[src/hdl/assert_macros.svh]
// assertion macros shared by the box filter rtl
// no dependencies; included by files that carry concurrent checks
`ifndef ASSERT_MACROS_SVH
`define ASSERT_MACROS_SVH

// same-cycle implication, disabled while reset is asserted
`define BF7_ASSERT_IMP(lbl, clk, rstn, ante, cons) \
  lbl: assert property (@(posedge clk) disable iff (!rstn) (ante) |-> (cons)) \
    else $error("bf7 check failed");

// next-cycle implication, disabled while reset is asserted
`define BF7_ASSERT_NXT(lbl, clk, rstn, ante, cons) \
  lbl: assert property (@(posedge clk) disable iff (!rstn) (ante) |=> (cons)) \
    else $error("bf7 check failed");

`endif

[src/hdl/bf7_pkg.sv]
// constants, types and register codes of the 7x7 box filter
// no dependencies
package bf7_pkg;

  localparam int WIN            = 7;
  localparam int HALF           = 3;
  localparam int DEF_MAX_WIDTH  = 1024;
  localparam int DEF_MAX_HEIGHT = 1024;
  localparam int CFG_W          = 11;
  localparam int PIX_W          = 8;
  localparam int HSUM_W         = 11;
  localparam int COL_W          = 14;
  localparam int COORD_W        = 10;
  localparam int SLOT_W         = 3;
  localparam int ADDR_W         = 3;
  localparam int DATA_W         = 32;
  localparam int QDEPTH         = 4;
  // floor(x / 49) == (x * 21400) >> 20 for every 14-bit x
  localparam int RECIP          = 21400;
  localparam int RECIP_W        = 15;
  localparam int RECIP_SH       = 20;

  localparam logic [CFG_W-1:0] WIDTH_RESET  = 11'd640;
  localparam logic [CFG_W-1:0] HEIGHT_RESET = 11'd480;

  typedef enum logic {
    REG_WIDTH  = 1'b0,
    REG_HEIGHT = 1'b1
  } reg_idx_e;

  // how the back end treats one horizontal sum
  typedef struct packed {
    logic first_row;
    logic early_row;
    logic emit;
    logic last;
  } bf7_kind_t;

  localparam int KIND_W = $bits(bf7_kind_t);

endpackage

[src/hdl/bf7_stream_if.sv]
// valid/ready stream interfaces for pixels in and filtered results out
// depends on bf7_pkg
interface bf7_pix_if;
  import bf7_pkg::*;
  logic             valid;
  logic             ready;
  logic [PIX_W-1:0] pixel;
  modport source (output valid, output pixel, input ready);
  modport sink   (input valid, input pixel, output ready);
endinterface


[src/hdl/bf7_front.sv]
// front end: raster counters, horizontal running sum, classification
// depends on bf7_pkg, bf7_stream_if and assert_macros.svh
`include "assert_macros.svh"
module bf7_front #(
  parameter int MAX_WIDTH  = bf7_pkg::DEF_MAX_WIDTH,
  parameter int MAX_HEIGHT = bf7_pkg::DEF_MAX_HEIGHT
) (
  input  logic                            clk_i,
  input  logic                            rst_ni,
  bf7_pix_if.sink                         pix,
  input  logic [bf7_pkg::CFG_W-1:0]       cfg_width_i,
  input  logic [bf7_pkg::CFG_W-1:0]       cfg_height_i,
  input  logic                            restart_i,
  input  logic                            full_i,
  output logic                            push_o,
  output logic [bf7_pkg::HSUM_W-1:0]      row_sum_o,
  output logic [$clog2(MAX_WIDTH)-1:0]    cc_o,
  output logic [bf7_pkg::SLOT_W-1:0]      slot_o,
  output logic [bf7_pkg::COORD_W-1:0]     crow_o,
  output bf7_pkg::bf7_kind_t              kind_o
);
  import bf7_pkg::*;

  localparam int CCW  = $clog2(MAX_WIDTH);
  localparam int RWW  = $clog2(MAX_HEIGHT);
  localparam int MWW  = $clog2(MAX_WIDTH + 1);
  localparam int MHW  = $clog2(MAX_HEIGHT + 1);
  localparam int EWW  = (MWW > CFG_W) ? MWW : CFG_W;
  localparam int EHW  = (MHW > CFG_W) ? MHW : CFG_W;

  logic [PIX_W-1:0]  win_q [WIN];
  logic [PIX_W-1:0]  win_d [WIN];
  logic [HSUM_W-1:0] row_sum_q, row_sum_d;
  logic [CCW-1:0]    col_q;
  logic [RWW-1:0]    row_q;
  logic [SLOT_W-1:0] slot_q;
  logic [EWW-1:0]    w_ext, w_eff;
  logic [EHW-1:0]    h_ext, h_eff;
  logic              acc, col0, col_last, row_last;
  logic [HSUM_W-1:0] base, oldest;

  // clamp frame size to the supported range
  always_comb begin
    w_ext = EWW'(cfg_width_i);
    h_ext = EHW'(cfg_height_i);
    if (w_ext < EWW'(WIN)) w_eff = EWW'(WIN);
    else if (w_ext > EWW'(MAX_WIDTH)) w_eff = EWW'(MAX_WIDTH);
    else w_eff = w_ext;
    if (h_ext < EHW'(WIN)) h_eff = EHW'(WIN);
    else if (h_ext > EHW'(MAX_HEIGHT)) h_eff = EHW'(MAX_HEIGHT);
    else h_eff = h_ext;
  end

  assign pix.ready = !full_i;
  assign acc       = pix.valid && !full_i;
  assign col0      = (col_q == '0);
  assign col_last  = (EWW'(col_q) == w_eff - EWW'(1));
  assign row_last  = (EHW'(row_q) == h_eff - EHW'(1));

  // horizontal running sum, cleared at each row start
  always_comb begin
    base      = col0 ? '0 : row_sum_q;
    oldest    = col0 ? '0 : HSUM_W'(win_q[WIN-1]);
    row_sum_d = base + HSUM_W'(pix.pixel) - oldest;
    win_d[0]  = pix.pixel;
    for (int i = 1; i < WIN; i++) begin
      win_d[i] = col0 ? '0 : win_q[i-1];
    end
  end

  // hand a sum to the back end once seven pixels of the row are in
  assign push_o           = acc && (col_q >= CCW'(WIN - 1));
  assign row_sum_o        = row_sum_d;
  assign cc_o             = col_q - CCW'(HALF);
  assign slot_o           = slot_q;
  assign crow_o           = COORD_W'(row_q - RWW'(HALF));
  assign kind_o.first_row = (row_q == '0);
  assign kind_o.early_row = (row_q < RWW'(WIN));
  assign kind_o.emit      = (row_q >= RWW'(WIN - 1));
  assign kind_o.last      = row_last && col_last;

  // raster position
  always_ff @(posedge clk_i or negedge rst_ni) begin
    if (!rst_ni) begin
      col_q     <= '0;
      row_q     <= '0;
      slot_q    <= '0;
      row_sum_q <= '0;
    end else if (restart_i) begin
      col_q     <= '0;
      row_q     <= '0;
      slot_q    <= '0;
      row_sum_q <= '0;
    end else if (acc) begin
      row_sum_q <= row_sum_d;
      if (col_last) begin
        col_q <= '0;
        if (row_last) begin
          row_q  <= '0;
          slot_q <= '0;
        end else begin
          row_q  <= row_q + RWW'(1);
          slot_q <= (slot_q == SLOT_W'(WIN - 1)) ? '0 : slot_q + SLOT_W'(1);
        end
      end else begin
        col_q <= col_q + CCW'(1);
      end
    end
  end

  // pixel window shift line
  always_ff @(posedge clk_i) begin
    if (acc) begin
      for (int i = 0; i < WIN; i++) begin
        win_q[i] <= win_d[i];
      end
    end
  end

  `BF7_ASSERT_IMP(a_push_interior, clk_i, rst_ni, push_o, col_q >= CCW'(WIN - 1))
  `BF7_ASSERT_IMP(a_slot_range, clk_i, rst_ni, 1'b1, slot_q < SLOT_W'(WIN))

endmodule

[src/flat_wrapper.sv]
// flat-port wrapper written by rule: the top's interface ports become plain ports
module bf7_front_flat import bf7_pkg::*;
#(
  parameter int MAX_WIDTH  = bf7_pkg::DEF_MAX_WIDTH,
  parameter int MAX_HEIGHT = bf7_pkg::DEF_MAX_HEIGHT
)
  (clk_i, rst_ni, cfg_width_i, cfg_height_i, restart_i, full_i, push_o, row_sum_o, cc_o, slot_o, crow_o, kind_o, pix_valid, pix_pixel, pix_ready);
  bf7_pix_if pix_i ();
  input  logic clk_i;
  input  logic rst_ni;
  input  logic [bf7_pkg::CFG_W-1:0] cfg_width_i;
  input  logic [bf7_pkg::CFG_W-1:0] cfg_height_i;
  input  logic restart_i;
  input  logic full_i;
  output logic push_o;
  output logic [bf7_pkg::HSUM_W-1:0] row_sum_o;
  output logic [$clog2(MAX_WIDTH)-1:0] cc_o;
  output logic [bf7_pkg::SLOT_W-1:0] slot_o;
  output logic [bf7_pkg::COORD_W-1:0] crow_o;
  output bf7_pkg::bf7_kind_t kind_o;
  input wire logic [$bits(pix_i.valid)-1:0] pix_valid;
  input wire logic [$bits(pix_i.pixel)-1:0] pix_pixel;
  output wire logic [$bits(pix_i.ready)-1:0] pix_ready;
  assign pix_i.valid = pix_valid;
  assign pix_i.pixel = pix_pixel;
  assign pix_ready = pix_i.ready;
  bf7_front #(.MAX_WIDTH(MAX_WIDTH), .MAX_HEIGHT(MAX_HEIGHT)) u_core (.clk_i(clk_i), .rst_ni(rst_ni), .pix(pix_i), .cfg_width_i(cfg_width_i), .cfg_height_i(cfg_height_i), .restart_i(restart_i), .full_i(full_i), .push_o(push_o), .row_sum_o(row_sum_o), .cc_o(cc_o), .slot_o(slot_o), .crow_o(crow_o), .kind_o(kind_o));
endmodule
[config.mk]
export PLATFORM = sky130hd
export DESIGN_NAME = bf7_front_flat
export DESIGN_NICKNAME = d
export VERILOG_FILES = /design/src/hdl/bf7_pkg.sv /design/src/hdl/bf7_stream_if.sv /design/src/hdl/bf7_front.sv /design/src/flat_wrapper.sv
export VERILOG_INCLUDE_DIRS = /design/src /design/src/hdl
export SDC_FILE = /design/constraint.sdc
export NUM_CORES = 1
export LEC_CHECK = 0
export BUFFER_PORTS_ARGS = -buffer_cell sky130_fd_sc_hd__buf_2
export CORE_UTILIZATION = 50
export CTS_CLUSTER_DIAMETER = 50
export DETAILED_ROUTE_END_ITERATION = 7
export PLACE_DENSITY_LB_ADDON = 0.25
export SLEW_MARGIN = 10
export SYNTH_ARGS = -nofsm -noshare
export SYNTH_HDL_FRONTEND = slang
export SYNTH_SLANG_ARGS = --single-unit
export TNS_END_PERCENT = 5
[constraint.sdc]
create_clock -name clk_i -period 4.4 [get_ports clk_i]
set_input_delay 0.44 -clock clk_i [delete_from_list [all_inputs] [get_ports clk_i]]
set_output_delay 0.44 -clock clk_i [all_outputs]
set_load 0.1 [all_outputs]
==> qor.yml, run 1 <==
status: "finished with violations"
failed_checks: "setup timing"
worst_setup_path_end_kind: "output pin"
fin_nets: 820
pre_cts_ws_ns: -0.1478
slew_violations: 0
syn_area_um2: 6246
period_share: 1.043
syn2layout_area_growth_pct: 22.54
cts_sinks: 90
core_um2: 12110
synth_compound_area_frac: 0.1444
clockRootBuffer: "clkbuf_16"
crit_path_cell_trace: "or4_4 -> nor3_4 -> nand3_4 -> and2_4 -> fa_1 -> ha_1 -> a21o_1 -> a21oi_2 -> o21ai_2 -> a2111o_1 -> a311oi_2 -> buf_4 -> xnor2_4 -> buf_12"
synth_area_leaders: "edfxtp_1 27%, dfrtp_1 14%, and2_1 6.3%"
synth.top_cell.area_share: 0.2692
yosysWarnings: 0
final_cell_mix: "75 x nand2_1, 63 x buf_2, 62 x and2_1"
start_kind: "flip-flop"
rsz0062_at_grt: "yes"
multi_input_area_um2: 3530
num-fill-cells: 1015
drc: 0
ys.flop_type: "edfxtp_1"
dp_hpwl_um: 10830
grt_max_degree: 39
synthMuxAreaShare: 0.003205
grt_pass1_wl_um: 25040
seq_area_um2: 2532
synth-seq-cells: 90
synth_top_area_cell: "edfxtp_1"
synth.distinct_cells: 78
crit_buf_inv: 2
async_reset_ff_frac: 0.3778
worst_pin_slew_ns: 0.8336
antennaDiodeCount: 0
die_height_um: 113.8
synth_xor_area_frac: 0.06450
syn_inst: 677
max_slew_margin: 0.4430
synth_fa_ha_area_frac: 0.06370
setup_viol: 3
clk_pin_slew_worst_paths_ns: 0.06
cts_tree: "done"
arrival_ns: 4.15
irDropWorstVdd_mv: 0.3753
worst_path_max_delay_cell: "or4_4"
dieArea_um2: 12940
synth_top_family_by_area: "simple AND/OR/NAND/NOR gates"
fin_ws_ns: -0.1894
skew_ns: 0.006505
clock_latency_ns: 0.34
synth_edf_count: 56
ant_nets: 0
hold_viol: 0
power_density_nw_per_um2: 395.8
ctsHtreeMaxLevel: 3
layout.cells.most_common: "nand2_1"
syn_nets: 739
routed_wl_um: 15140
fmax_mhz: 217.9
min_period_ns: 4.589
crit_family: "compound AO/OA/AOI/OAI gates"
gp_congestion: 0.9374
grt_pass1_vias: 5117
yosys.area_share.simple: 0.2628
ys_seq_area_frac: 0.4054
maxCapViolCount: 0
hold_class: "in2async"
antenna_found_initial: 0
num_rows: 40
cts_buffers: 9
max_stage_delay_ns: 0.56
critPathKind: "reg2out"
drtIter0Drc: 433
clock_path_buffers: 2
die_w_um: 113.8
synth_area_per_cell_um2: 9.226
start_util: 0.5157
vias: 5389
layout-drive-gt1-share: 0.2280
leakage_nw: 3.171
port_buffers: 74
hold_ws_ns: 0.1723
track_usage: 0.2451
dr.pass1.iters: 5
worstPathRequired_ns: 3.96
pin_count: 75
overflow: 0
avgRoutedWirePerCell_um: 16.27
path_max_fanout: 6
vias_per_cell: 5.788
==> metrics by stage <==
step           utilization  std cells  TNS [ns]  power [mW]  cell area, µm²
2_1_floorplan            -        677    -6.943       1.757            6322
3_3_place_gp        0.5896        909  -0.02551       2.101            7141
3_5_place_dp        0.5896        909   -0.3748       2.115            7141
4_1_cts             0.6300        930   -0.6692       3.037            7630
5_1_grt             0.6319        931    -1.078       3.139            7654
6_report            0.6319        931   -0.3272       3.029            7654
==> worst paths after layout <==
kind	start	endpoint	slack [ns]	cells past startpoint
setup reg to reg	u_core.col_q[4]	u_core.row_sum_q[10]	0.17	18
hold reg to reg	u_core.win_q[0][1]	u_core.win_q[1][1]	0.52	1
hold / removal	rst_ni	u_core.row_q[1]	0.17	1
setup / recovery	u_core.col_q[4]	row_sum_o[9]	-0.19	14
max in group asynchronous	rst_ni	u_core.col_q[5]	3.73	1
min in group clk_i	pix_pixel[7]	u_core.win_q[0][7]	0.29	1
==> cell usage after synthesis (3+ instances only) <==
master / n
nand2_1: 75
and2_1: 63
edfxtp_1: 56
nor2_1: 42
inv_1: 37
dfrtp_1: 34
clkbuf_1: 28
a21oi_1: 27
nor3_1: 26
o21ai_0: 26
xor2_1: 24
xnor2_1: 22
nand3_1: 20
ha_1: 19
a31oi_1: 9
nor4_1: 9
or3_1: 9
fa_1: 8
buf_1: 7
buf_2: 7
or2_2: 7
a211oi_1: 6
a2bb2oi_1: 6
o211ai_1: 6
or4_1: 6
and3_1: 5
nor2b_1: 5
a2111oi_0: 4
nor3b_1: 4
a2111o_1: 3
a211o_1: 3
and4_1: 3
buf_6: 3
nand4_1: 3
nor4bb_1: 3
o2111ai_1: 3
or3b_2: 3
==> layer usage <==
layer  up-vias  track usage  wire (µm)
met1      2612       0.3452       6850
met4         0      0.06667        209
met3        17      0.04676        880
met5         -            0          0
li1       2577            -          -
met2       183       0.3882       7204
==> cell type report <==
cell class              instances  area share
multi-input cells             503      0.4612
clock buffers                  10     0.02992
clock inverters                 6     0.01488
inverters                      37     0.01815
repair buffers                117      0.1175
well taps                     168     0.02746
flip-flops and latches         90      0.3309
==> cells by family after synthesis <==
group | after synthesis
and+or+nand+nor | 301
AOI/OAI and AO/OA | 127
DFF | 90
buffers and inverters | 84
xor gates and xnor gates | 46
adders and majority gates | 27
muxes | 2
==> worst reg2reg max path: cells and delay by family (launching register included) <==
family / cells / cell delay (ns)
AO/OA/AOI/OAI: 7 / 1.19
AND/OR/NAND/NOR: 5 / 1.32
flip-flops: 1 / 0.38
buffers and inverters: 3 / 0.40
adder cells (fa/ha/maj): 3 / 0.86
==> where the power goes <==
group / switching (mW) / total (mW) / internal [mW]
logic: 0.781 / 1.19 / 0.404
clock network: 0.323 / 0.880 / 0.557
registers: 0.0189 / 0.964 / 0.945
total: 1.12 / 3.03 / 1.91
==> state kept, by name, summed over array words and instances (netlist names) <==
register          cells
u_core.col_q         10
u_core.row_q         10
u_core.row_sum_q     11
u_core.slot_o         3
u_core.win_q         56
==> timing repair <==
action / 4_1_cts / 5_1_grt
gates cloned: 1 / 0
hold buffers: 0 / 0
pin swaps: 8 / 3
endpoints found under the setup margin: 8 / 6
endpoints found under the hold margin: 0 / 0
buffers inserted: 4 / 1
resized for setup: 17 / 2
Note: power is estimated with default switching activity, not from simulation.
==> run 2, diff against run 1 <==
--- a/config.mk
+++ b/config.mk
@@ -11,7 +11,7 @@
 export CTS_CLUSTER_DIAMETER = 50
 export DETAILED_ROUTE_END_ITERATION = 7
 export PLACE_DENSITY_LB_ADDON = 0.25
-export SLEW_MARGIN = 10
+export REMOVE_ABC_BUFFERS = 1
 export SYNTH_ARGS = -nofsm -noshare
 export SYNTH_HDL_FRONTEND = slang
 export SYNTH_SLANG_ARGS = --single-unit
==> run 2 against run 1 <==
The run still ends with setup timing left. Die area stayed put. Core utilization rose by 0.68 points. Via count up 0.11%. Fmax shrank 0.70%. Worst hold slack improved by 0.039 ns. Clock-buffer cell count did not move. Cell area rose by 1.1%. Final cell count up 1.1%. Register-to-register slack better by 0.03 ns. Largest power group unchanged.
==> qor.yml, run 2 (synthesized netlist as in run 1, its figures left out) <==
dr.pass1.iters: 5
dp_cells: 910
setup_viol: 5
dieArea_um2: 12940
final_cell_mix: "74 x nand2_1, 63 x buf_2, 59 x and2_1"
core_um2: 12110
clk_pin_slew_worst_paths_ns: 0.07
gp_congestion: 0.8982
hold_viol: 0
r2r_setup_slack_ns: 0.20
use_met1: 0.3299
crit_buf_inv: 4
grt_pass1_vias: 5240
hold_buffers: 0
vias: 5395
use_met2: 0.4232
power_density_nw_per_um2: 386.1
irDropWorstVdd_mv: 0.2642
clock_latency_ns: 0.34
fmax_mhz: 216.4
ctsHtreeMaxLevel: 3
met3_usage: 0.03932
antennaDiodeCount: 0
layout-drive-gt1-share: 0.2587
avgRoutedWirePerCell_um: 16.49
rsz0062_at_grt: "yes"
failed_checks: "setup timing"
place_area_um2: 7072
routed_wl_um: 15520
final_cell_area_um2: 7736
setup_tns_ns: -0.7874
reg2reg_from: "u_core.col_q[4]"
period_share: 1.050
clock_path_buffers: 2
hold_ws_ns: 0.2114
reg2reg_to: "u_core.row_sum_q[10]"
fin_ws_ns: -0.2220
cts_buffers: 9
final_core_util: 0.6387
skew_ns: 0.007924
antenna_found_initial: 0
worst_setup_path_end_kind: "output pin"
crit_top_cell: "buf_4"
min_period_ns: 4.622
cts_tree: "done"
grt_pass1_wl_um: 25610
port_buffers: 74
fin_cells: 941
num_rows: 40
top_register: "u_core.win_q"
vias_per_cell: 5.733
cts_sinks: 90
max_stage_delay_ns: 0.57
busiest_layer: "met2"
worst_path_max_delay_cell: "or4_4"
start_kind: "flip-flop"
leakage_nw: 3.203
drc: 0
slew_violations: 0
reg.largest.list: "u_core.win_q (56), u_core.row_sum_q (11)"
path_max_fanout: 7
die_height_um: 113.8
syn2layout_area_growth_pct: 23.86
start_util: 0.5157
fin_nets: 830
worst_pin_slew_ns: 0.9460
overflow: 0
die_w_um: 113.8
largest_reg_flops: 56
hold_class: "in2async"
r2r_cells: 19
max_slew_margin: 0.3678
grt_max_degree: 69
status: "finished with violations"
maxCapViolCount: 0
drtIter0Drc: 436
worstPathRequired_ns: 3.96
crit_family: "simple AND/OR/NAND/NOR gates"
arrival_ns: 4.18
critPathKind: "reg2out"
pin_count: 75
track_usage: 0.2499
pre_cts_ws_ns: -0.2518
p_total_mw: 2.987
crit_path_cell_trace: "or4_4 -> nor3_4 -> nand3_4 -> buf_4 -> and2_1 -> fa_1 -> inv_1 -> ha_4 -> buf_4 -> a2111o_1 -> a311oi_2 -> xnor2_2 -> buf_12"
clockRootBuffer: "clkbuf_16"
layout.cells.most_common: "nand2_1"
ant_nets: 0
dp_hpwl_um: 10590
[run 2: cell types whose count changed in the layout (fill, tap and decap cells not counted), moves of 4 or more]
cell	previous run	this run
buf_4	40	50
inv_2	1	5
inv_8	0	4
inv_1	36	32
ha_1	18	11
ha_4	1	7
[run 2: area by class of cell]
cell class,instances,area (µm²)
fillers,1006,4375
well taps,168,210.2
repair buffers,127,944.7
clock inverters,6,62.56
multi-input cells,503,3597
flip-flops and latches,90,2532
inverters,37,138.9
clock buffers,10,250.2
[run 2: power by group]
part	switching [mW]	internal (mW)	total, mW	leakage, nW
combinational	0.801	0.436	1.24	2.04
clock	0.350	0.436	0.786	0.156
sequential	0.0197	0.945	0.964	1.01
total	1.17	1.82	2.99	3.20
[run 2: repair_timing]
item,CTS,global route
cloned,0,0
pin swaps,21,14
resized for setup,35,9
setup buffers,12,3
endpoints found under the setup margin,9,9
endpoints found under the hold margin,0,0
[run 2: worst max path at each step]
stage               slack (ns)       startpoint            end  cells after the start
floorplan                -2.04  u_core.col_q[0]  row_sum_o[10]                     11
global placement         -0.12  u_core.col_q[4]  row_sum_o[10]                     15
detailed placement       -0.25  u_core.col_q[5]   row_sum_o[9]                     13
CTS                      -0.24  u_core.col_q[6]  row_sum_o[10]                     14
global route             -0.33  u_core.col_q[4]  row_sum_o[10]                     16
finish                   -0.22  u_core.col_q[4]   row_sum_o[9]                     13
[run 2: metal layers]
metal  up-vias  share of wire
met1      2611           0.43
met3        22          0.055
met4         0          0.016
met5         -              0
met2       175           0.50
li1       2587              -
