==> src/hdl/assert_macros.svh <==
// assertion macros shared by the box filter rtl
// no dependencies; included by files that carry concurrent checks
`ifndef ASSERT_MACROS_SVH
`define ASSERT_MACROS_SVH

// same-cycle implication, disabled while reset is asserted
`define BF7_ASSERT_IMP(lbl, clk, rstn, ante, cons) \
  lbl: assert property (@(posedge clk) disable iff (!rstn) (ante) |-> (cons)) \
    else $error("bf7 check failed");

// next-cycle implication, disabled while reset is asserted
`define BF7_ASSERT_NXT(lbl, clk, rstn, ante, cons) \
  lbl: assert property (@(posedge clk) disable iff (!rstn) (ante) |=> (cons)) \
    else $error("bf7 check failed");

`endif

==> src/hdl/bf7_pkg.sv <==
// constants, types and register codes of the 7x7 box filter
// no dependencies
package bf7_pkg;

  localparam int WIN            = 7;
  localparam int HALF           = 3;
  localparam int DEF_MAX_WIDTH  = 1024;
  localparam int DEF_MAX_HEIGHT = 1024;
  localparam int CFG_W          = 11;
  localparam int PIX_W          = 8;
  localparam int HSUM_W         = 11;
  localparam int COL_W          = 14;
  localparam int COORD_W        = 10;
  localparam int SLOT_W         = 3;
  localparam int ADDR_W         = 3;
  localparam int DATA_W         = 32;
  localparam int QDEPTH         = 4;
  // floor(x / 49) == (x * 21400) >> 20 for every 14-bit x
  localparam int RECIP          = 21400;
  localparam int RECIP_W        = 15;
  localparam int RECIP_SH       = 20;

  localparam logic [CFG_W-1:0] WIDTH_RESET  = 11'd640;
  localparam logic [CFG_W-1:0] HEIGHT_RESET = 11'd480;

  typedef enum logic {
    REG_WIDTH  = 1'b0,
    REG_HEIGHT = 1'b1
  } reg_idx_e;

  // how the back end treats one horizontal sum
  typedef struct packed {
    logic first_row;
    logic early_row;
    logic emit;
    logic last;
  } bf7_kind_t;

  localparam int KIND_W = $bits(bf7_kind_t);

endpackage

==> src/hdl/bf7_queue.sv <==
// short fifo between front and back ends
// depends on bf7_pkg and assert_macros.svh
`include "assert_macros.svh"
module bf7_queue #(
  parameter int DW    = 8,
  parameter int DEPTH = bf7_pkg::QDEPTH
) (
  input  logic          clk_i,
  input  logic          rst_ni,
  input  logic          push_i,
  input  logic [DW-1:0] data_i,
  output logic          full_o,
  input  logic          pop_i,
  output logic [DW-1:0] data_o,
  output logic          empty_o
);
  import bf7_pkg::*;

  localparam int PW = $clog2(DEPTH);
  localparam int CW = $clog2(DEPTH + 1);

  logic [DW-1:0] mem_q [DEPTH];
  logic [PW-1:0] wr_q, rd_q;
  logic [CW-1:0] cnt_q;

  assign full_o  = (cnt_q == CW'(DEPTH));
  assign empty_o = (cnt_q == '0);
  assign data_o  = mem_q[rd_q];

  // pointers and fill count
  always_ff @(posedge clk_i or negedge rst_ni) begin
    if (!rst_ni) begin
      wr_q  <= '0;
      rd_q  <= '0;
      cnt_q <= '0;
    end else begin
      if (push_i) wr_q <= wr_q + PW'(1);
      if (pop_i)  rd_q <= rd_q + PW'(1);
      if (push_i && !pop_i)      cnt_q <= cnt_q + CW'(1);
      else if (pop_i && !push_i) cnt_q <= cnt_q - CW'(1);
    end
  end

  // storage
  always_ff @(posedge clk_i) begin
    if (push_i) mem_q[wr_q] <= data_i;
  end

  `BF7_ASSERT_IMP(a_no_overflow, clk_i, rst_ni, push_i, !full_o)
  `BF7_ASSERT_IMP(a_no_underflow, clk_i, rst_ni, pop_i, !empty_o)

endmodule

==> config.mk <==
export PLATFORM = sky130hd
export DESIGN_NAME = bf7_queue
export DESIGN_NICKNAME = d
export VERILOG_FILES = /design/src/hdl/bf7_pkg.sv /design/src/hdl/bf7_queue.sv
export VERILOG_INCLUDE_DIRS = /design/src /design/src/hdl
export SDC_FILE = /design/constraint.sdc
export NUM_CORES = 1
export LEC_CHECK = 0
export ABC_AREA = 0
export CELL_PAD_IN_SITES_DETAIL_PLACEMENT = 1
export CELL_PAD_IN_SITES_GLOBAL_PLACEMENT = 1
export CORE_MARGIN = 3
export CORE_UTILIZATION = 40
export DETAILED_ROUTE_END_ITERATION = 7
export DONT_BUFFER_PORTS = 1
export PLACE_DENSITY = 0.68
export SYNTH_ARGS = -nofsm -noshare
export SYNTH_HDL_FRONTEND = slang
export SYNTH_SLANG_ARGS = --single-unit
export TNS_END_PERCENT = 30
==> constraint.sdc <==
create_clock -name clk_i -period 3.45 [get_ports clk_i]
set_input_delay 0.69 -clock clk_i [delete_from_list [all_inputs] [get_ports clk_i]]
set_output_delay 0.69 -clock clk_i [all_outputs]
set_load 0.005 [all_outputs]
==> key figures, run 1 <==
STA
  – # setup viols final: 0
  – Pins Over Slew Limit: 0
  – RSZ-0062 raised after global routing: false
  – Slew @ Worst Pin: 607 ps
  – Max-slew headroom: 59.5%
  – Final Hold Vio Count: 0
  – Worst-case clock skew: 6.23 ps
  – Fmax: 0.428 GHz
  – Tcrit/Tclk final: 67.8%
  – Total Neg Setup Slack: 0 ps
  – Crit path time final: 2340 ps

Power
  – NetSw: 0.384 mW
  – Sw frac: 26.2%
  – Peak supply drop: 0.379 mV
  – Combinational Power Share: 19.6%
  – P_int: 1.08 mW
  – Clock Power Share: 29.9%
  – Leakage power: 0.603 nW
  – Design Power: 1.46 mW
  – P per Cell Area: 849 nW/µm²
  – Reg power frac: 50.5%

Drt
  – Antenna Nets Post-Route: 0
  – Routed len/inst: 20.0 µm
  – Drt first pass iters: 4
  – Routed WL: 2560 µm
  – Vias per cell: 5.23
  – Remaining routing DRC violations: 0
  – DR vias: 670
  – Initial detailed-routing violation count: 56

Cells and area
  – Area Overhead vs Synth: 11.2%
  – Commonest non-fill, non-tap cell in the layout: edfxtp_1
  – Antenna Cells: 0
  – Most frequent cells in the layout: 32 x edfxtp_1, 8 x mux4_2, 7 x dfrtp_1
  – Nets: 99
  – Layout cells sized above 1: 19.5%
  – Fillers: 347

Global routing
  – First-pass GRT wire length: 4130 µm
  – Gr usage total: 13.5%
  – Largest net degree at the start of global routing: 13
  – Initial antenna violation count: 0
  – Aggregate global routing overflow: 0
  – Vias in the first global route: 764

Floorplan
  – Ports: 22
  – Initial Util: 44.0%
  – Die width: 68.2 µm
  – Die height: 68.2 µm
  – Row count: 21
  – Core Box Area: 3520 µm²
  – Die area: 4650 µm²

Worst setup path
  – Cell depth of the worst setup path: 1
  – Sum of buffers and inverters on the critical path: 0
  – Arrival time at the worst endpoint: 1650 ps
  – Critical path's largest stage delay: 730 ps
  – Cells along the critical path: mux4_2
  – Critical path type: flop to output port
  – Startpoint Class: flop
  – Worst EP required: 2760 ps
  – Crit. End Element: output port
  – Crit Path Max Fanout: 10
  – Flop-to-flop setup slack: 2030 ps
  – Reg-to-reg endpoint: mem_q[0][3]$_DFFE_PP_
  – Crit path capture: data_o[1]
  – Worst R2R Path Depth: 3
  – CP delay by family, top: flip-flops
  – Highest-delay cell along the critical path: dfrtp_1
  – Worst r2r src: wr_q[1]$_DFFE_PN0P_
  – Critical Path Source: rd_q[0]$_DFFE_PN0P_

Clock network
  – Buffer depth of the longest clock path: 2
  – CTS hold repair buffers: 0
  – # clock sinks: 39
  – CTS Root Cell: clkbuf_8
  – Setup bufs post-CTS: 0
  – Post-CTS sizing: 0
  – Num CTS Buffers: 5
  – H-tree depth: 2
  – CTS tree: done
  – Worst skew pair latency: 290 ps
  – Worst-path clk slew: 70 ps

Yosys
  – Simple-gate share of the synthesized area: 3.15%
  – Post-synth cell types: 17
  – Main combinational cell family by area after synthesis: multiplexers
  – Synth Area in Compound Gates: 0.323%
  – Post-synthesis cell area: 1550 µm²
  – Synth Net Count: 94
  – Syn Inst Count: 76
  – Post-Synth Adder-Cell Area: 5.34%
  – Post-synthesis mux area share: 12.4%
  – Xor and xnor fraction of the mapped netlist area: 3.40%
  – Seq/Total Area, Yosys: 73.4%
  – Synth Register Bits: 39
  – Syn_area_per_cell: 20.4 µm²
  – Synth warnings: 0

Placement
  – DPL Wire Length: 1830 µm
  – Port bufs: 0
  – GPL Wtd Cong: 0.677

Outcome
  – Outcome: finished, final reports clean

Job
  – MaxCap Viol Count: 0

Worst hold path
  – Hold WC Path Type: input pin to async pin
-- power by group through the flow --
stage | sequential (mW) | combinational, mW | clock [mW]
detailed placement | 0.753 | 0.296 | 0
global route | 0.760 | 0.322 | 0.465
finish | 0.739 | 0.286 | 0.437
global placement | 0.742 | 0.279 | 0
CTS | 0.743 | 0.296 | 0.446
floorplan | 0.680 | 0.294 | 0
-- final cells by class --
class / instances / area [µm²] / share of cell area (%)
clock buffer: 6 / 72.6 / 4.22
sequential: 39 / 1140 / 66.0
clock inverter: 2 / 60.1 / 3.49
inverter: 4 / 15.0 / 0.872
multi-input combinational: 31 / 380 / 22.1
tap: 46 / 57.6 / 3.34
-- state kept, by name, summed over array words and instances (netlist names) --
signal / cells
mem_q: 32
rd_q: 2
cnt_q: 3
wr_q: 2
-- logic make-up after synthesis --
kind of cell,after synthesis
flip-flops,39
buffers and inverters,6
adder cells (fa/ha/maj),6
AO/OA/AOI/OAI,1
XOR/XNOR,6
multiplexers,9
AND/OR/NAND/NOR,9
-- metrics by stage --
| step | cell area [µm²] | setup slack, ps | cells | hold slack [ps] | utilization, % |
|---|---|---|---|---|---|
| floorplan | 1550 | 1680 | 76 | 394 | - |
| global placement | 1590 | 1430 | 120 | 395 | 45.1 |
| detailed placement | 1590 | 1390 | 120 | 395 | 45.1 |
| CTS | 1720 | 1070 | 128 | 79.3 | 48.9 |
| global route | 1720 | 1010 | 128 | 67.3 | 48.9 |
| finish | 1720 | 1110 | 128 | 88.9 | 48.9 |
-- Yosys cell counts --
cell type,n,share of area (%)
o21ai_0,1,0.32
nor2_1,1,0.24
inv_1,4,0.97
edfxtp_1,32,62
and2_1,4,1.6
mux4_2,8,12
buf_6,1,0.73
mux2_2,1,0.73
nor3b_1,1,0.49
xnor2_1,2,1.1
nand2_1,2,0.49
nor3_1,1,0.32
ha_1,5,4.0
buf_2,1,0.32
xor2_1,4,2.3
dfrtp_1,7,11
fa_1,1,1.3
-- worst min-delay path by stage --
stage / start / to / cells after the start
detailed placement: rst_ni / cnt_q[0]$_DFFE_PN0P_ / 0
global placement: rst_ni / cnt_q[0]$_DFFE_PN0P_ / 0
finish: rst_ni / cnt_q[0]$_DFFE_PN0P_ / 0
global route: rst_ni / cnt_q[0]$_DFFE_PN0P_ / 0
floorplan: rst_ni / cnt_q[0]$_DFFE_PN0P_ / 0
CTS: rst_ni / cnt_q[0]$_DFFE_PN0P_ / 0
-- metal layers --
metal	part of all wire, %	track usage (%)	wire length (µm)	vias up
met2	54	22.5	1380	20
met4	1.3	4.47	32	0
met1	37	14.6	953	352
met5	0	0	0	-
li1	-	-	-	294
met3	7.4	7.22	189	4
Power figures use the tool's default switching activity.
==> run 2: changes to the inputs <==
--- a/config.mk
+++ b/config.mk
@@ -13,7 +13,7 @@
 export CORE_UTILIZATION = 40
 export DETAILED_ROUTE_END_ITERATION = 7
 export DONT_BUFFER_PORTS = 1
-export PLACE_DENSITY = 0.68
+export PLACE_DENSITY = 0.7
 export SYNTH_ARGS = -nofsm -noshare
 export SYNTH_HDL_FRONTEND = slang
 export SYNTH_SLANG_ARGS = --single-unit
==> constraint.sdc (replaced) <==
create_clock -name clk_i -period 2.1 [get_ports clk_i]
set_input_delay 0.42 -clock clk_i [delete_from_list [all_inputs] [get_ports clk_i]]
set_output_delay 0.42 -clock clk_i [all_outputs]
set_load 0.005 [all_outputs]
==> key figures, run 2 (synthesis gave the netlist of run 1 again) <==
Drt
  – Initial detailed-routing violation count: 61 (was 56)
  – Routed WL: 2510 µm (was 2560 µm)
  – Antenna Nets Post-Route: 0 (unchanged)
  – Remaining routing DRC violations: 0 (unchanged)
  – Drt first pass iters: 4 (unchanged)
  – DR vias: 668 (was 670)
  – Vias per cell: 5.14 (was 5.23)
  – Routed len/inst: 19.3 µm (was 20.0 µm)

Cells and area
  – Top flop regs: mem_q: 32 flops, cnt_q: 3 flops (unchanged)
  – Register area: 1140 µm² (unchanged)
  – Layout cells sized above 1: 21.4% (was 19.5%)
  – Most frequent cells in the layout: 32 x edfxtp_1, 8 x mux4_2, 7 x dfrtp_1 (unchanged)
  – Largest register by flop count: mem_q (unchanged)
  – Max FFs per register: 32 (unchanged)
  – Antenna Cells: 0 (unchanged)
  – Final Cell Area: 1740 µm² (was 1720 µm²)
  – Final core occ: 49.5% (was 48.9%)
  – Area Overhead vs Synth: 12.6% (was 11.2%)
  – Nets: 101 (was 99)
  – Commonest non-fill, non-tap cell in the layout: edfxtp_1 (unchanged)
  – Fillers: 343 (was 347)
  – Multi-input logic area: 380 µm² (unchanged)
  – Cell Count, Final, Fillers Out: 130 (was 128)

Outcome
  – Outcome: finished, final reports clean (unchanged)

Placement
  – DP Area: 1600 µm² (was 1590 µm²)
  – GPL Wtd Cong: 0.629 (was 0.677)
  – Post-Place Worst Slack: 492 ps (was 1390 ps)
  – Placed instance count: 121 (was 120)
  – Port bufs: 0 (unchanged)

Global routing
  – First-pass GRT wire length: 4040 µm (was 4130 µm)
  – Largest net degree at the start of global routing: 14 (was 13)
  – Met1 Use GR: 13.9% (was 14.6%)
  – GR Util met3: 6.40% (was 7.22%)
  – M2 GR Usage: 21.7% (was 22.5%)
  – Vias in the first global route: 789 (was 764)
  – Aggregate global routing overflow: 0 (unchanged)
  – Gr usage total: 13.4% (was 13.5%)
  – Layer with the highest usage: met2 (unchanged)
  – Initial antenna violation count: 0 (unchanged)

Power
  – Sw frac: 26.5% (was 26.2%)
  – Combinational Power Share: 21.9% (was 19.6%)
  – Leakage power: 0.611 nW (was 0.603 nW)
  – Reg power frac: 48.1% (was 50.5%)
  – NetSw: 0.644 mW (was 0.384 mW)
  – P_int: 1.79 mW (was 1.08 mW)
  – P per Cell Area: 1390 nW/µm² (was 849 nW/µm²)
  – Clock Power Share: 30.0% (was 29.9%)
  – Peak supply drop: 0.511 mV (was 0.379 mV)

STA
  – Total Neg Setup Slack: 0 ps (unchanged)
  – Crit path time final: 1880 ps
  – Max-slew headroom: 67.6% (was 59.5%)
  – # setup viols final: 0 (unchanged)
  – Fmax: 0.531 GHz
  – Pins Over Slew Limit: 0 (unchanged)
  – Worst-case clock skew: 8.32 ps (was 6.23 ps)
  – Slew @ Worst Pin: 487 ps (was 607 ps)
  – Final Hold Vio Count: 0 (unchanged)
  – Tcrit/Tclk final: 89.7%
  – Final setup margin: 216 ps (was 1110 ps)
  – RSZ-0062 raised after global routing: false (unchanged)

Worst setup path
  – Worst r2r src: wr_q[0]$_DFFE_PN0P_ (was wr_q[1]$_DFFE_PN0P_)
  – Critical path type: flop to output port (unchanged)
  – Critical Path Source: rd_q[0]$_DFFE_PN0P_ (unchanged)
  – Startpoint Class: flop (unchanged)
  – Reg-to-reg endpoint: mem_q[0][6]$_DFFE_PP_ (was mem_q[0][3]$_DFFE_PP_)
  – Crit. End Element: output port (unchanged)
  – Arrival time at the worst endpoint: 1460 ps (was 1650 ps)
  – Worst R2R Path Depth: 3 (unchanged)
  – Worst EP required: 1680 ps (was 2760 ps)
  – Crit path capture: data_o[1] (unchanged)
  – Flop-to-flop setup slack: 620 ps (was 2030 ps)
  – Crit Path Max Fanout: 8 (was 10)

Clock network
  – Buffer depth of the longest clock path: 2 (unchanged)
  – # clock sinks: 39 (unchanged)
  – CTS Root Cell: clkbuf_8 (unchanged)
  – Worst skew pair latency: 290 ps (about the same)
  – Num CTS Buffers: 5 (unchanged)
  – CTS tree: done (unchanged)
  – Worst-path clk slew: 80 ps (was 70 ps)
  – Post-CTS sizing: 0 (unchanged)
  – H-tree depth: 2 (unchanged)

Floorplan
  – Core Box Area: 3520 µm² (unchanged)
  – Ports: 22 (unchanged)
  – Die height: 68.2 µm (unchanged)
  – Row count: 21 (unchanged)
  – Die width: 68.2 µm (unchanged)
  – Initial Util: 44.0% (unchanged)
  – Die area: 4650 µm² (unchanged)

Job
  – MaxCap Viol Count: 0 (unchanged)

Worst hold path
  – Hold WC Path Type: input pin to flop (was input pin to async pin)
-- run 2: cell types whose count changed in the layout (fill, tap and decap cells not counted) --
| cell | previous run | this run |
|---|---|---|
| buf_4 | 0 | 1 |
| dlygate4sd3_1 | 0 | 1 |
| clkinvlp_4 | 0 | 1 |
| clkbuf_1 | 1 | 0 |
-- run 2: how the worst min path moves through the flow --
stage | to | slack (ps) | depth (start not counted) | from
CTS | wr_q[0]$_DFFE_PN0P_ | 190 | 1 | push_i
finish | wr_q[0]$_DFFE_PN0P_ | 200 | 1 | push_i
detailed placement | cnt_q[0]$_DFFE_PN0P_ | 120 | 0 | rst_ni
global placement | cnt_q[0]$_DFFE_PN0P_ | 120 | 0 | rst_ni
floorplan | cnt_q[0]$_DFFE_PN0P_ | 120 | 0 | rst_ni
global route | wr_q[0]$_DFFE_PN0P_ | 180 | 1 | push_i
-- run 2: cell type report --
type	instances	area share, %
well taps	46	3.30
multi-input cells	31	21.8
clock inverters	3	3.88
inverters	4	0.861
flip-flops and latches	39	65.2
clock buffers	5	3.95
repair buffers	2	1.01
-- run 2: routing by layer --
| layer | vias up | share of wire (%) | wire length (µm) |
|---|---|---|---|
| met5 | - | 0 | 0 |
| met4 | 0 | 0 | 0 |
| met3 | 0 | 7.3 | 183 |
| met2 | 18 | 55 | 1390 |
| met1 | 350 | 37 | 940 |
| li1 | 300 | - | - |
-- run 2: power groups by stage --
stage	Clock [mW]	Sequential [mW]	Combinational [mW]
6_report	0.730	1.17	0.532
5_1_grt	0.797	1.19	0.607
4_1_cts	0.746	1.17	0.552
3_5_place_dp	0	1.19	0.544
3_3_place_gp	0	1.17	0.523
2_1_floorplan	0	1.12	0.482
-- run 2: worst max-delay path, cell delays in order, from the launching register on --
cell     delay [ps]
dfrtp_1         390
buf_4           230
mux4_2          560
-- run 2: stage by stage --
stage	power, mW	hold slack [ps]
after floorplan	1.60	124
after global placement	1.70	125
after detailed placement	1.73	125
after CTS	2.47	192
after global routing	2.59	182
final	2.43	203
-- run 2: timing repair --
| action | CTS | global route |
|---|---|---|
| setup buffers | 0 | 0 |
| hold buffers | 1 | 0 |
| setup endpoints to repair | 0 | 0 |
| endpoints found under the hold margin | 7 | 0 |
==> run 3: changes to the inputs <==
--- a/config.mk
+++ b/config.mk
@@ -6,14 +6,14 @@
 export SDC_FILE = /design/constraint.sdc
 export NUM_CORES = 1
 export LEC_CHECK = 0
-export ABC_AREA = 0
+export ABC_AREA = 1
 export CELL_PAD_IN_SITES_DETAIL_PLACEMENT = 1
 export CELL_PAD_IN_SITES_GLOBAL_PLACEMENT = 1
 export CORE_MARGIN = 3
 export CORE_UTILIZATION = 40
 export DETAILED_ROUTE_END_ITERATION = 7
 export DONT_BUFFER_PORTS = 1
-export PLACE_DENSITY = 0.7
+export PLACE_DENSITY = 0.74
 export SYNTH_ARGS = -nofsm -noshare
 export SYNTH_HDL_FRONTEND = slang
 export SYNTH_SLANG_ARGS = --single-unit
==> key figures, run 3 <==
Cells and area
  – Antenna Cells: 0 (unchanged)
  – Area Overhead vs Synth: 9.46% (was 12.6%)
  – Fillers: 423 (was 343)
  – Final core occ: 46.0% (was 49.5%)
  – Nets: 162 (was 101)
  – Most frequent cells in the layout: 37 x nand2_1, 32 x edfxtp_1, 27 x inv_1 (was 32 x edfxtp_1, 8 x mux4_2, 7 x dfrtp_1)
  – Top flop regs: mem_q: 32 flops, cnt_q: 3 flops (unchanged)
  – Commonest non-fill, non-tap cell in the layout: nand2_1 (was edfxtp_1)
  – Max FFs per register: 32 (unchanged)
  – Layout cells sized above 1: 7.59% (was 21.4%)
  – Largest register by flop count: mem_q (unchanged)
  – Final Cell Area: 1870 µm² (was 1740 µm²)
  – Cell Count, Final, Fillers Out: 195 (was 130)

Clock network
  – CTS Root Cell: clkbuf_8 (unchanged)
  – H-tree depth: 2 (unchanged)
  – CTS tree: done (unchanged)
  – Worst-path clk slew: 80 ps (about the same)
  – Num CTS Buffers: 5 (unchanged)
  – Buffer depth of the longest clock path: 2 (unchanged)
  – Post-CTS sizing: 0 (unchanged)
  – Worst skew pair latency: 290 ps (about the same)
  – CTS hold repair buffers: 1 (unchanged)
  – Setup bufs post-CTS: 0 (unchanged)
  – # clock sinks: 39 (unchanged)

Floorplan
  – Core Box Area: 4060 µm² (was 3520 µm²)
  – Initial Util: 42.1% (was 44.0%)
  – Die area: 5090 µm² (was 4650 µm²)
  – Row count: 23 (was 21)
  – Ports: 22 (unchanged)
  – Die width: 71.3 µm (was 68.2 µm)
  – Die height: 71.3 µm (was 68.2 µm)

Drt
  – Remaining routing DRC violations: 0 (unchanged)
  – Vias per cell: 4.98 (was 5.14)
  – Routed len/inst: 16.6 µm (was 19.3 µm)
  – Routed WL: 3230 µm (was 2510 µm)
  – Initial detailed-routing violation count: 56 (was 61)
  – Antenna Nets Post-Route: 0 (unchanged)
  – Drt first pass iters: 4 (unchanged)
  – DR vias: 972 (was 668)

Worst setup path
  – Worst r2r src: wr_q[0]$_DFFE_PN0P_ (unchanged)
  – Crit. End Element: output port (unchanged)
  – Reg-to-reg endpoint: mem_q[0][7]$_DFFE_PP_ (was mem_q[0][6]$_DFFE_PP_)
  – Worst EP required: 1680 ps (about the same)
  – Worst R2R Path Depth: 4 (was 3)
  – Arrival time at the worst endpoint: 1330 ps (was 1460 ps)
  – Critical path type: flop to output port (unchanged)
  – Startpoint Class: flop (unchanged)
  – Critical Path Source: rd_q[0]$_DFFE_PN0P_ (unchanged)
  – Flop-to-flop setup slack: 740 ps (was 620 ps)
  – Crit Path Max Fanout: 32 (was 8)

Power
  – Peak supply drop: 0.560 mV (was 0.511 mV)
  – P per Cell Area: 1390 nW/µm² (about the same)
  – Leakage power: 0.792 nW (was 0.611 nW)

Yosys
  – Post-synthesis cell area: 1710 µm² (was 1550 µm²)
  – Dominant synthesized flop cell: edfxtp_1 (unchanged)
  – Synth Net Count: 159 (was 94)
  – Synth warnings: 0 (unchanged)
  – Post-synth cell types: 18 (was 17)
  – Post-synth top area share: 56.3% (was 62.1%)
  – Yosys top cell by area: edfxtp_1 (unchanged)
  – Synth Register Bits: 39 (unchanged)
  – FFs w/ async S/R, synth: 17.9% (unchanged)
  – Most common cell in the synthesized netlist: nand2_1 (was edfxtp_1)
  – Syn Inst Count: 141 (was 76)
  – Syn_area_per_cell: 12.1 µm² (was 20.4 µm²)
  – Top post-synthesis cells by area: edfxtp_1 56%, dfrtp_1 10%, nand2_1 8.1% (was edfxtp_1 62%, mux4_2 12%, dfrtp_1 11%)
  – Seq/Total Area, Yosys: 66.6% (was 73.4%)
  – Number of synthesized flops with an enable pin: 32 (unchanged)
  – Top cells by count, synth: 37 x nand2_1, 32 x edfxtp_1, 27 x inv_1 (was 32 x edfxtp_1, 8 x mux4_2, 7 x dfrtp_1)

Placement
  – Placed instance count: 186 (was 121)
  – DP Area: 1720 µm² (was 1600 µm²)
  – DPL Wire Length: 2230 µm
  – GPL Wtd Cong: 0.730 (was 0.629)
  – Port bufs: 0 (unchanged)

Outcome
  – Outcome: finished, final reports clean (unchanged)

Global routing
  – Gr usage total: 14.4% (was 13.4%)
  – Vias in the first global route: 1097 (was 789)
  – Initial antenna violation count: 0 (unchanged)
  – Aggregate global routing overflow: 0 (unchanged)
  – First-pass GRT wire length: 5380 µm (was 4040 µm)
  – Largest net degree at the start of global routing: 33 (was 14)

STA
  – Slew @ Worst Pin: 429 ps (was 487 ps)
  – # setup viols final: 0 (unchanged)
  – Crit path time final: 1750 ps (was 1880 ps)
  – Hold WS: 202 ps (was 203 ps)
  – Fmax: 0.573 GHz (was 0.531 GHz)
  – Max-slew headroom: 71.4% (was 67.6%)
  – Worst-case clock skew: 5.76 ps (was 8.32 ps)
  – RSZ-0062 raised after global routing: false (unchanged)
  – Total Neg Setup Slack: 0 ps (unchanged)
  – Pins Over Slew Limit: 0 (unchanged)
  – Tcrit/Tclk final: 83.2% (was 89.7%)
  – Final Hold Vio Count: 0 (unchanged)

Job
  – MaxCap Viol Count: 0 (unchanged)

Worst hold path
  – Worst Hold Path EP: rd_q[0]$_DFFE_PN0P_ (was wr_q[0]$_DFFE_PN0P_)
  – Hold WC Path Type: input pin to flop (unchanged)
  – Hold depth: 1 (unchanged)
  – Min-delay src: pop_i (was push_i)
-- run 3: cell count changes in the layout (fill, tap and decap cells not counted), moves of 4 or more --
cell | before | now
and2_1 | 4 | 0
mux4_2 | 8 | 0
nand2_1 | 2 | 37
o211ai_1 | 0 | 15
inv_1 | 4 | 27
-- run 3: logic make-up after synthesis --
| family | count (synthesis) | synth area share (%) |
|---|---|---|
| xor+xnor | 4 | 2.05 |
| flops | 39 | 66.6 |
| buf+inv | 34 | 9.53 |
| simple gates | 41 | 9.38 |
| compound gates | 17 | 7.62 |
| fa+ha+maj | 6 | 4.84 |
-- run 3: power by group --
group,internal [mW],total [mW],switching [mW]
Sequential,1.04,1.17,0.133
Combinational,0.233,0.695,0.462
Clock,0.474,0.736,0.262
-- run 3: critical path, cell delays in order, from the launching register on --
cell and delay (ps):
dfrtp_1 390, buf_4 320, nand2_1 110, o211ai_1 100, nand2_1 110
-- run 3: worst max-delay path by stage --
stage                                end
finish                         data_o[2]
global route                   data_o[2]
CTS                            data_o[2]
detailed placement  cnt_q[2]$_DFFE_PN0P_
global placement    cnt_q[2]$_DFFE_PN0P_
floorplan           cnt_q[2]$_DFFE_PN0P_
-- run 3: through the flow --
stage	worst slack [ps]	total power, mW
global placement	709	1.82
global route	212	2.80
detailed placement	550	1.89
floorplan	730	1.76
CTS	324	2.64
finish	353	2.60
-- run 3: area by class of cell --
| class | count | area [µm²] | area share, % |
|---|---|---|---|
| flip-flops and latches | 39 | 1140 | 60.8 |
| inverters | 28 | 108 | 5.76 |
| well taps | 50 | 62.6 | 3.35 |
| clock inverters | 3 | 67.6 | 3.62 |
| repair buffers | 2 | 17.5 | 0.938 |
| clock buffers | 5 | 68.8 | 3.68 |
| multi-input cells | 68 | 408 | 21.8 |
-- run 3: per-layer routing --
layer	wire [µm]	part of all wire, %	track usage [%]	up-vias
met5	0	0	0	-
met4	59	1.8	5.64	0
met3	175	5.4	5.61	6
met2	1760	54	25.2	14
met1	1240	38	15.7	484
li1	-	-	-	468
